===== config.mk =====
export PLATFORM = sky130hd
export DESIGN_NAME = gpib_listener_receive_engine
export DESIGN_NICKNAME = d
export VERILOG_FILES = /design/src/hw/rtl/gle_pkg.sv /design/src/hw/rtl/gpib_listener_receive_engine.sv /design/src/hw/rtl/gle_term_detect.sv /design/src/hw/rtl/gle_step.sv
export SDC_FILE = /design/constraint.sdc
export NUM_CORES = 1
export LEC_CHECK = 0
export BUFFER_PORTS_ARGS = -buffer_cell sky130_fd_sc_hd__buf_2
export CAP_MARGIN = 15
export CORE_MARGIN = 8
export CORE_UTILIZATION = 63
export DETAILED_ROUTE_END_ITERATION = 8
export PLACE_DENSITY = 0.84
export SLEW_MARGIN = 0
export SYNTH_ARGS = -nofsm -noshare
export SYNTH_HDL_FRONTEND = slang
export SYNTH_SLANG_ARGS = --single-unit
export TNS_END_PERCENT = 20

===== constraint.sdc =====
create_clock -name clk -period 7.8 [get_ports clk]
set_input_delay 1.17 -clock clk [delete_from_list [all_inputs] [get_ports clk]]
set_output_delay 1.17 -clock clk [all_outputs]
set_load 0.005 [all_outputs]

===== src/hw/rtl/gle_pkg.sv =====
// Shared types, constants and helpers for the GPIB listener receive engine.
// Used by gle_term_detect, gle_step and gpib_listener_receive_engine; no dependencies.
`timescale 1ns / 1ps

package gle_pkg;

	// Width of the per-edge wait timer; it saturates at its all-ones value.
	localparam int TimerBits = 16;
	localparam int TimeoutW  = 16;
	localparam int CmpW      = (TimerBits > TimeoutW) ? TimerBits : TimeoutW;
	localparam logic [TimerBits-1:0] TimerMax = '1;

	// Bus characters used by the terminator sequences.
	localparam logic [7:0] ChEtx = 8'h03;
	localparam logic [7:0] ChCr  = 8'h0D;
	localparam logic [7:0] ChLf  = 8'h0A;

	// Configuration register indexes.
	localparam logic [2:0] RegTimeout    = 3'd0;
	localparam logic [2:0] RegEoiOnly    = 3'd1;
	localparam logic [2:0] RegTermMode   = 3'd2;
	localparam logic [2:0] RegStopCharEn = 3'd3;
	localparam logic [2:0] RegStopChar   = 3'd4;
	localparam logic [2:0] RegEotEn      = 3'd5;

	// Terminator modes.
	localparam logic [2:0] TmCrLf    = 3'd0;
	localparam logic [2:0] TmCr      = 3'd1;
	localparam logic [2:0] TmLf      = 3'd2;
	localparam logic [2:0] TmNone    = 3'd3;
	localparam logic [2:0] TmLfCr    = 3'd4;
	localparam logic [2:0] TmEtx     = 3'd5;
	localparam logic [2:0] TmCrLfEtx = 3'd6;
	localparam logic [2:0] TmEoi     = 3'd7;

	// End status codes.
	localparam logic [2:0] StRunning = 3'd0;
	localparam logic [2:0] StEoi     = 3'd1;
	localparam logic [2:0] StTerm    = 3'd2;
	localparam logic [2:0] StDavLow  = 3'd3;
	localparam logic [2:0] StDavHigh = 3'd4;
	localparam logic [2:0] StAtn     = 3'd5;
	localparam logic [2:0] StBreak   = 3'd6;

	typedef enum logic [1:0] {
		OP_TICK   = 2'd0,
		OP_START  = 2'd1,
		OP_BREAK  = 2'd2,
		OP_UNUSED = 2'd3
	} op_t;

	typedef enum logic [1:0] {
		PH_IDLE      = 2'd0,
		PH_WAIT_LOW  = 2'd1,
		PH_WAIT_HIGH = 2'd2
	} phase_t;

	typedef struct packed {
		logic [TimeoutW-1:0] timeout_ticks;
		logic                eoi_only;
		logic [2:0]          term_mode;
		logic                stop_char_en;
		logic [7:0]          stop_char;
		logic                eot_en;
	} cfg_t;

	typedef struct packed {
		op_t        op;
		logic       dav_low;
		logic       eoi_low;
		logic       atn_low;
		logic [7:0] bus_byte;
	} item_t;

	typedef struct packed {
		phase_t               phase;
		logic [TimerBits-1:0] wait_timer;
		logic [7:0]           held_byte;
		logic                 held_eoi;
		logic [7:0]           prev_byte;
		logic [7:0]           prev_prev_byte;
	} state_t;

	typedef struct packed {
		logic       listening;
		logic       nrfd_release;
		logic       ndac_release;
		logic       byte_valid;
		logic [7:0] rx_byte;
		logic       last;
		logic [2:0] end_status;
		logic       append_eot;
	} result_t;

	// Result that only reports the handshake lines for a given phase.
	function automatic result_t lines_for(phase_t ph);
		result_t r;
		r = '0;
		unique case (ph)
			PH_WAIT_LOW: begin
				r.listening    = 1'b1;
				r.nrfd_release = 1'b1;
			end
			PH_WAIT_HIGH: begin
				r.listening    = 1'b1;
				r.ndac_release = 1'b1;
			end
			default: begin
				r.nrfd_release = 1'b1;
				r.ndac_release = 1'b1;
			end
		endcase
		return r;
	endfunction

	// Timeout limit, clipped to what the timer can count.
	function automatic logic [TimerBits-1:0] timer_limit(logic [TimeoutW-1:0] ticks);
		logic [CmpW-1:0] t;
		t = CmpW'(ticks);
		if (t > CmpW'(TimerMax))
			return TimerMax;
		return TimerBits'(t);
	endfunction

endpackage


===== src/hw/rtl/gpib_listener_receive_engine.sv =====
// Top level of the GPIB listener receive engine: input register, state and result register.
// Depends on gle_pkg and instantiates gle_step.
`timescale 1ns / 1ps

// Usage
// The host sends one transfer per bus tick on the s_ group: s_tuser carries the command
// (tick with line sample, start, break) and s_tdata the sampled DAV, EOI, ATN lines and DIO.
// Every input transfer produces exactly one result transfer on the m_ group, carrying the
// NRFD/NDAC drive, the listening flag, any accepted byte, the end status and the EOT request;
// m_tlast marks the result that ends a receive.
// The item waits in the input register and passes through the handshake logic into the
// result register. Throughput is one item per cycle while m_tready is high; the input
// register and the result register are decoupled, so a new item is taken while a
// finished result still waits on m_tready. When m_tready is low the result holds, the
// input register fills, and s_tready drops only once both are occupied.
// Configuration is written through wr_en/wr_index/wr_data, one register per cycle; the
// user must write it only while the engine is idle, which the block does not enforce.
// Indexes beyond the register list are ignored.
// Reset empties both registers, returns the handshake to idle with all state cleared and
// loads the configuration defaults (1200-tick timeout, end on EOI).

module gpib_listener_receive_engine (
	input  logic        clk,
	input  logic        arst_n,
	// Configuration write port
	input  logic        wr_en,
	input  logic [2:0]  wr_index,
	input  logic [15:0] wr_data,
	// Input stream
	input  logic        s_tvalid,
	output logic        s_tready,
	input  logic [15:0] s_tdata,  // dav_low, eoi_low, atn_low, bus_byte[7:0], zero padding
	input  logic [1:0]  s_tuser,  // op
	// Result stream
	output logic        m_tvalid,
	input  logic        m_tready,
	output logic [15:0] m_tdata,  // listening, nrfd_release, ndac_release, byte_valid,
	                              // rx_byte[7:0], end_status[2:0], append_eot
	output logic        m_tlast   // last
);

	gle_pkg::cfg_t    cfg_q;
	gle_pkg::item_t   item_s1;
	logic             valid_s1;
	gle_pkg::state_t  state_q;
	gle_pkg::state_t  state_next;
	gle_pkg::result_t res_next;
	gle_pkg::result_t res_q;
	logic             out_valid_q;
	logic             advance;

	// The input register moves on when the result register is free or being emptied.
	assign advance  = valid_s1 && (!out_valid_q || m_tready);
	assign s_tready = !valid_s1 || advance;

	// Configuration registers.
	always_ff @(posedge clk or negedge arst_n) begin
		if (!arst_n) begin
			cfg_q.timeout_ticks <= 16'd1200;
			cfg_q.eoi_only      <= 1'b1;
			cfg_q.term_mode     <= gle_pkg::TmCrLf;
			cfg_q.stop_char_en  <= 1'b0;
			cfg_q.stop_char     <= gle_pkg::ChLf;
			cfg_q.eot_en        <= 1'b0;
		end else if (wr_en) begin
			unique case (wr_index)
				gle_pkg::RegTimeout:    cfg_q.timeout_ticks <= wr_data;
				gle_pkg::RegEoiOnly:    cfg_q.eoi_only      <= wr_data[0];
				gle_pkg::RegTermMode:   cfg_q.term_mode     <= wr_data[2:0];
				gle_pkg::RegStopCharEn: cfg_q.stop_char_en  <= wr_data[0];
				gle_pkg::RegStopChar:   cfg_q.stop_char     <= wr_data[7:0];
				gle_pkg::RegEotEn:      cfg_q.eot_en        <= wr_data[0];
				default: ;
			endcase
		end
	end

	// Input register.
	always_ff @(posedge clk or negedge arst_n) begin
		if (!arst_n) begin
			valid_s1 <= 1'b0;
		end else if (s_tready) begin
			valid_s1 <= s_tvalid;
		end
	end

	always_ff @(posedge clk) begin
		if (s_tvalid && s_tready) begin
			item_s1.op       <= gle_pkg::op_t'(s_tuser);
			item_s1.dav_low  <= s_tdata[0];
			item_s1.eoi_low  <= s_tdata[1];
			item_s1.atn_low  <= s_tdata[2];
			item_s1.bus_byte <= s_tdata[10:3];
		end
	end

	gle_step u_step (
		.cfg  (cfg_q),
		.st   (state_q),
		.item (item_s1),
		.nxt  (state_next),
		.res  (res_next)
	);

	// Handshake state advances once per item handed to the result register.
	// The idle phase is encoded as zero, so clearing the whole state leaves it idle.
	always_ff @(posedge clk or negedge arst_n) begin
		if (!arst_n) begin
			state_q <= '0;
		end else if (advance) begin
			state_q <= state_next;
		end
	end

	// Result register.
	always_ff @(posedge clk or negedge arst_n) begin
		if (!arst_n) begin
			out_valid_q <= 1'b0;
		end else if (advance) begin
			out_valid_q <= 1'b1;
		end else if (m_tready) begin
			out_valid_q <= 1'b0;
		end
	end

	always_ff @(posedge clk) begin
		if (advance) begin
			res_q <= res_next;
		end
	end

	assign m_tvalid = out_valid_q;
	assign m_tlast  = res_q.last;
	assign m_tdata  = {res_q.append_eot, res_q.end_status, res_q.rx_byte, res_q.byte_valid,
			res_q.ndac_release, res_q.nrfd_release, res_q.listening};

	// An ending result always leaves the handshake idle.
	a_last_idles: assert property (@(posedge clk) disable iff (!arst_n)
			advance && res_next.last |=> state_q.phase == gle_pkg::PH_IDLE)
		else $error("receive ended but handshake not idle");

	// A delivered byte always comes with NRFD released.
	a_byte_nrfd: assert property (@(posedge clk) disable iff (!arst_n)
			out_valid_q && res_q.byte_valid |-> res_q.nrfd_release)
		else $error("byte delivered while NRFD held");

	// An idle handshake keeps its wait timer cleared.
	a_timer_idle: assert property (@(posedge clk) disable iff (!arst_n)
			state_q.phase == gle_pkg::PH_IDLE |-> state_q.wait_timer == '0)
		else $error("wait timer running while idle");

	// Every item leaving the input register appears as a result.
	a_advance_out: assert property (@(posedge clk) disable iff (!arst_n)
			advance |=> out_valid_q)
		else $error("result lost");

endmodule


===== src/hw/rtl/gle_term_detect.sv =====
// Terminator matcher: compares the last three received bytes against the configured sequence.
// Depends on gle_pkg for the configuration type and character constants.
`timescale 1ns / 1ps

module gle_term_detect (
	input  gle_pkg::cfg_t cfg,
	input  logic [7:0]    b0,
	input  logic [7:0]    b1,
	input  logic [7:0]    b2,
	output logic          hit
);

	// The stop character overrides the sequence selection.
	always_comb begin
		if (cfg.stop_char_en) begin
			hit = (b0 == cfg.stop_char);
		end else begin
			unique case (cfg.term_mode)
				gle_pkg::TmCr:      hit = (b0 == gle_pkg::ChCr);
				gle_pkg::TmLf:      hit = (b0 == gle_pkg::ChLf);
				gle_pkg::TmNone:    hit = 1'b0;
				gle_pkg::TmLfCr:    hit = (b0 == gle_pkg::ChCr) && (b1 == gle_pkg::ChLf);
				gle_pkg::TmEtx:     hit = (b0 == gle_pkg::ChEtx);
				gle_pkg::TmCrLfEtx: hit = (b0 == gle_pkg::ChEtx) && (b1 == gle_pkg::ChLf)
						&& (b2 == gle_pkg::ChCr);
				default:            hit = (b0 == gle_pkg::ChLf) && (b1 == gle_pkg::ChCr);
			endcase
		end
	end

endmodule


===== src/hw/rtl/gle_step.sv =====
// Next-state and result logic of the acceptor handshake for one line sample or command.
// Depends on gle_pkg and instantiates gle_term_detect.
`timescale 1ns / 1ps

module gle_step (
	input  gle_pkg::cfg_t    cfg,
	input  gle_pkg::state_t  st,
	input  gle_pkg::item_t   item,
	output gle_pkg::state_t  nxt,
	output gle_pkg::result_t res
);

	logic                          term_hit;
	logic                          eoi_mode;
	logic [gle_pkg::TimerBits-1:0] limit;
	logic [gle_pkg::TimerBits-1:0] timer_inc;
	logic                          expired;

	gle_term_detect u_term (
		.cfg (cfg),
		.b0  (st.held_byte),
		.b1  (st.prev_byte),
		.b2  (st.prev_prev_byte),
		.hit (term_hit)
	);

	// Saturating wait timer and its expiry against the configured limit.
	always_comb begin
		eoi_mode  = cfg.eoi_only || (cfg.term_mode == gle_pkg::TmEoi);
		limit     = gle_pkg::timer_limit(cfg.timeout_ticks);
		timer_inc = (st.wait_timer != gle_pkg::TimerMax) ?
				st.wait_timer + 1'b1 : st.wait_timer;
		expired   = (timer_inc >= limit);
	end

	// Handshake sequencing; an ending result returns the engine to idle.
	always_comb begin
		nxt = st;
		res = gle_pkg::lines_for(st.phase);
		unique case (item.op)
			gle_pkg::OP_UNUSED: begin
				res = gle_pkg::lines_for(st.phase);
			end
			gle_pkg::OP_START: begin
				nxt       = '0;
				nxt.phase = gle_pkg::PH_WAIT_LOW;
				res       = gle_pkg::lines_for(gle_pkg::PH_WAIT_LOW);
			end
			default: begin
				if (st.phase == gle_pkg::PH_IDLE) begin
					res = gle_pkg::lines_for(gle_pkg::PH_IDLE);
				end else begin
					// Ending result template: lines released, receive over.
					res              = gle_pkg::lines_for(gle_pkg::PH_IDLE);
					res.last         = 1'b1;
					nxt.phase        = gle_pkg::PH_IDLE;
					nxt.wait_timer   = '0;
					if (item.op == gle_pkg::OP_BREAK) begin
						res.end_status = gle_pkg::StBreak;
					end else if (item.atn_low) begin
						res.end_status = gle_pkg::StAtn;
					end else if (st.phase == gle_pkg::PH_WAIT_LOW) begin
						if (item.dav_low) begin
							nxt.held_byte  = item.bus_byte;
							nxt.held_eoi   = eoi_mode && item.eoi_low;
							nxt.phase      = gle_pkg::PH_WAIT_HIGH;
							nxt.wait_timer = '0;
							res = gle_pkg::lines_for(gle_pkg::PH_WAIT_HIGH);
						end else if (expired) begin
							res.end_status = gle_pkg::StDavLow;
						end else begin
							nxt.phase      = gle_pkg::PH_WAIT_LOW;
							nxt.wait_timer = timer_inc;
							res = gle_pkg::lines_for(gle_pkg::PH_WAIT_LOW);
						end
					end else if (item.dav_low) begin
						// Talker still holds DAV: wait or time out with the held byte.
						if (expired) begin
							res.byte_valid = 1'b1;
							res.rx_byte    = st.held_byte;
							res.end_status = gle_pkg::StDavHigh;
							res.append_eot = st.held_eoi & cfg.eot_en;
						end else begin
							nxt.phase      = gle_pkg::PH_WAIT_HIGH;
							nxt.wait_timer = timer_inc;
							res = gle_pkg::lines_for(gle_pkg::PH_WAIT_HIGH);
						end
					end else if (eoi_mode && st.held_eoi) begin
						res.byte_valid = 1'b1;
						res.rx_byte    = st.held_byte;
						res.end_status = gle_pkg::StEoi;
						res.append_eot = cfg.eot_en;
					end else if (!eoi_mode && term_hit) begin
						res.byte_valid = 1'b1;
						res.rx_byte    = st.held_byte;
						res.end_status = gle_pkg::StTerm;
					end else begin
						// Byte accepted, receive continues.
						nxt.prev_prev_byte = st.prev_byte;
						nxt.prev_byte      = st.held_byte;
						nxt.phase          = gle_pkg::PH_WAIT_LOW;
						nxt.wait_timer     = '0;
						res                = gle_pkg::lines_for(gle_pkg::PH_WAIT_LOW);
						res.byte_valid     = 1'b1;
						res.rx_byte        = st.held_byte;
					end
				end
			end
		endcase
	end

endmodule


==> summary.txt <==
reg2reg end - state_q[30]$_DFFE_PN0P_
DR vias/cell - 6.207
unrepaired setup endpoints after global routing - false
Initial Utilization - 64.46%
Post CTS Setup Buffer Count - 0
flop2flop setup slack - 3.38 ns
cell taking the most area after synthesis - dfrtp_1
total wire length - 11.67 mm
post-route ant nets - 0
Peak Freq - 0.2263 GHz
# IOs - 61
TritonRoute pass-1 iters - 5
worst-margin pin slew - 1.095 ns
Overflow after GRT - 0
GRT Overall Usage - 21.19%
global-route wire length before repair - 19.77 mm
CP endpoint kind - register
Critical R2R Launch - state_q[25]$_DFFE_PN0P_
core area - 8175 um2
P per Cell Area - 223.3 nW/um2
# hold bufs at CTS - 0
synth cell count leaders - 68 x dfrtp_1, 55 x nand2_1, 41 x inv_1
worst skew pair latency - 0.38 ns
Synth warnings - 0
EDFF count, synth - 30
Setup WS pre-CTS - 3.421 ns
leakage power - 2.481 nW
Startpoint Class - register
Max VDD drop - 0.1512 mV
Port-buffer cells - 55
TritonCTS buffer count - 9
Slew headroom - 26.46%
Worst setup endpoint - state_q[30]$_DFFE_PN0P_
initial antenna violation count - 0
Yosys cell types - 62
post-synthesis register bit count - 105
GPL Wtd Cong - 0.8714
clk_skew - 0.01043 ns
Clock Path Buffers - 2
top_reg_cell synth - dfrtp_1
Seq/Total Area, Yosys - 52.87%
final setup vio count - 0
Area contributors post-synth - dfrtp_1 32%, edfxtp_1 17%, ha_1 4.7%
count leader, synth - dfrtp_1
Critical path origin - state_q[25]$_DFFE_PN0P_
Die X - 107.5 um
Reg2Reg Depth - 15
largest net degree at the start of global routing - 76
Syn Inst Count - 495
fraction of layout cells with a size suffix above 1 - 19.41%
Worst Slack Setup Final - 3.381 ns
Die Height - 107.5 um
Critical Path AT - 4.72 ns
final hold vios - 0
Slew Viols, Final - 0
H-tree Lvls - 3
Final nets - 603
Routed wire per std cell - 17.93 um
CTS sink count - 105
worst-path maximum fanout - 23
min-delay worst type - reg2reg
Worst-path clk slew - 0.11 ns
post-synth top area share - 32.29%
Ant. Diodes - 0
Area Growth Syn to Fin - 9.544%
TNS Setup - 0 ns
Final min period - 4.419 ns
worst hold path cell count - 1
Post-Syn Area per Cell - 10.65 um2
Util after Layout - 70.62%
via count - 4,041
die area - 11,550 um2
vias in the first global route - 4,123
period utilisation layout - 56.66%
Net Count, Synth - 557
Worst Path Required - 8.10 ns
site row count - 33
root buf cell - clkbuf_8
CTS tree - done
status - finished clean
# DRC - 0
asr flop ratio synth - 71.43%
initial drt markers - 263
Post-CTS Resized - 0
dpl hpwl - 8.346 mm
WS Path Type - reg2reg
Post-Syn Area - 5270 um2
max cap viols - 0
==> flip-flops by register name, summed over array words and instances (netlist names) <==
signal    count
cfg_q        30
valid_s1      1
item_s1      13
state_q      43
m_tlast       1
m_tdata      16
m_tvalid      1
==> worst max-delay path, cell delays in order, from the launching register on <==
cell and delay, ns:
dfrtp_1 0.43, ha_1 0.21, nand2_1 0.08, or3_1 0.49
or3_1 0.60, nand2_1 0.16, xnor2_1 0.10, ha_1 0.20
a2111oi_0 0.38, o21ai_0 0.19, a221oi_1 0.41, o21ai_1 0.25
nor3_2 0.22, buf_4 0.28, o21ai_0 0.13, a31oi_1 0.19
==> worst min-delay path by stage <==
stage | start | end | slack [ns]
final | valid_s1$_DFFE_PN0N_ | m_tvalid$_DFFE_PN0P_ | 0.51
after CTS | valid_s1$_DFFE_PN0N_ | m_tvalid$_DFFE_PN0P_ | 0.51
after global routing | cfg_q[24]$_DFFE_PN1P_ | cfg_q[24]$_DFFE_PN1P_ | 0.55
after global placement | item_s1[6]$_DFFE_PP_ | state_q[23]$_DFFE_PN0P_ | 0.47
after detailed placement | item_s1[4]$_DFFE_PP_ | state_q[21]$_DFFE_PN0P_ | 0.47
after floorplan | item_s1[0]$_DFFE_PP_ | state_q[17]$_DFFE_PN0P_ | 0.44
==> through the flow <==
step,cells,hold slack [ns],area [um2],total power [mW]
global route,651,0.5472,5773,1.356
global placement,635,0.4679,5592,0.9559
finish,651,0.5098,5773,1.289
CTS,651,0.5112,5773,1.290
detailed placement,635,0.4731,5592,0.9746
floorplan,495,0.4447,5270,0.8825
==> area by class of cell <==
| class | count | area, um2 |
|---|---|---|
| Clock buffer | 9 | 123.9 |
| Clock inverter | 7 | 57.56 |
| Fill cell | 613 | 2402 |
| Inverter | 41 | 153.9 |
| Multi-Input combinational cell | 326 | 2222 |
| Sequential cell | 105 | 2786 |
| Tap cell | 105 | 131.4 |
| Timing Repair Buffer | 58 | 297.8 |
==> logic make-up (layout without fill, tap and decap cells) <==
logic type	count (synthesis)	count (layout)	synth area share, %
compound gates	111	111	14.29
xor+xnor	19	19	3.158
simple gates	160	160	16.38
buf+inv	64	115	5.081
mux	16	16	3.466
fa+ha+maj	20	20	4.748
flops	105	105	52.87
==> where the power goes <==
group / internal (mW) / switching (mW)
logic: 0.107 / 0.150
clock network: 0.123 / 0.199
registers: 0.646 / 0.0643
==> layer usage <==
metal  wire length (um)  track usage, %  vias to the layer above
li1                   -               -                     1886
met1               4605           24.88                     1974
met2               6164           37.56                      153
met3                672           3.952                       28
met4                229           8.028                        0
met5                  0               0                        -
==> placed cells by master, fill, tap and decap left out, types with 14 or more instances in the layout <==
cell / n
dfrtp_1: 68
nand2_1: 55
buf_2: 55
inv_1: 41
o21ai_0: 32
edfxtp_1: 30
ha_1: 20
nand3_1: 18
xnor2_1: 16
o32ai_1: 16
nor2_1: 15
a21oi_1: 15
a31oi_1: 15
mux2_2: 14
Note: power is estimated with default switching activity, not from simulation.
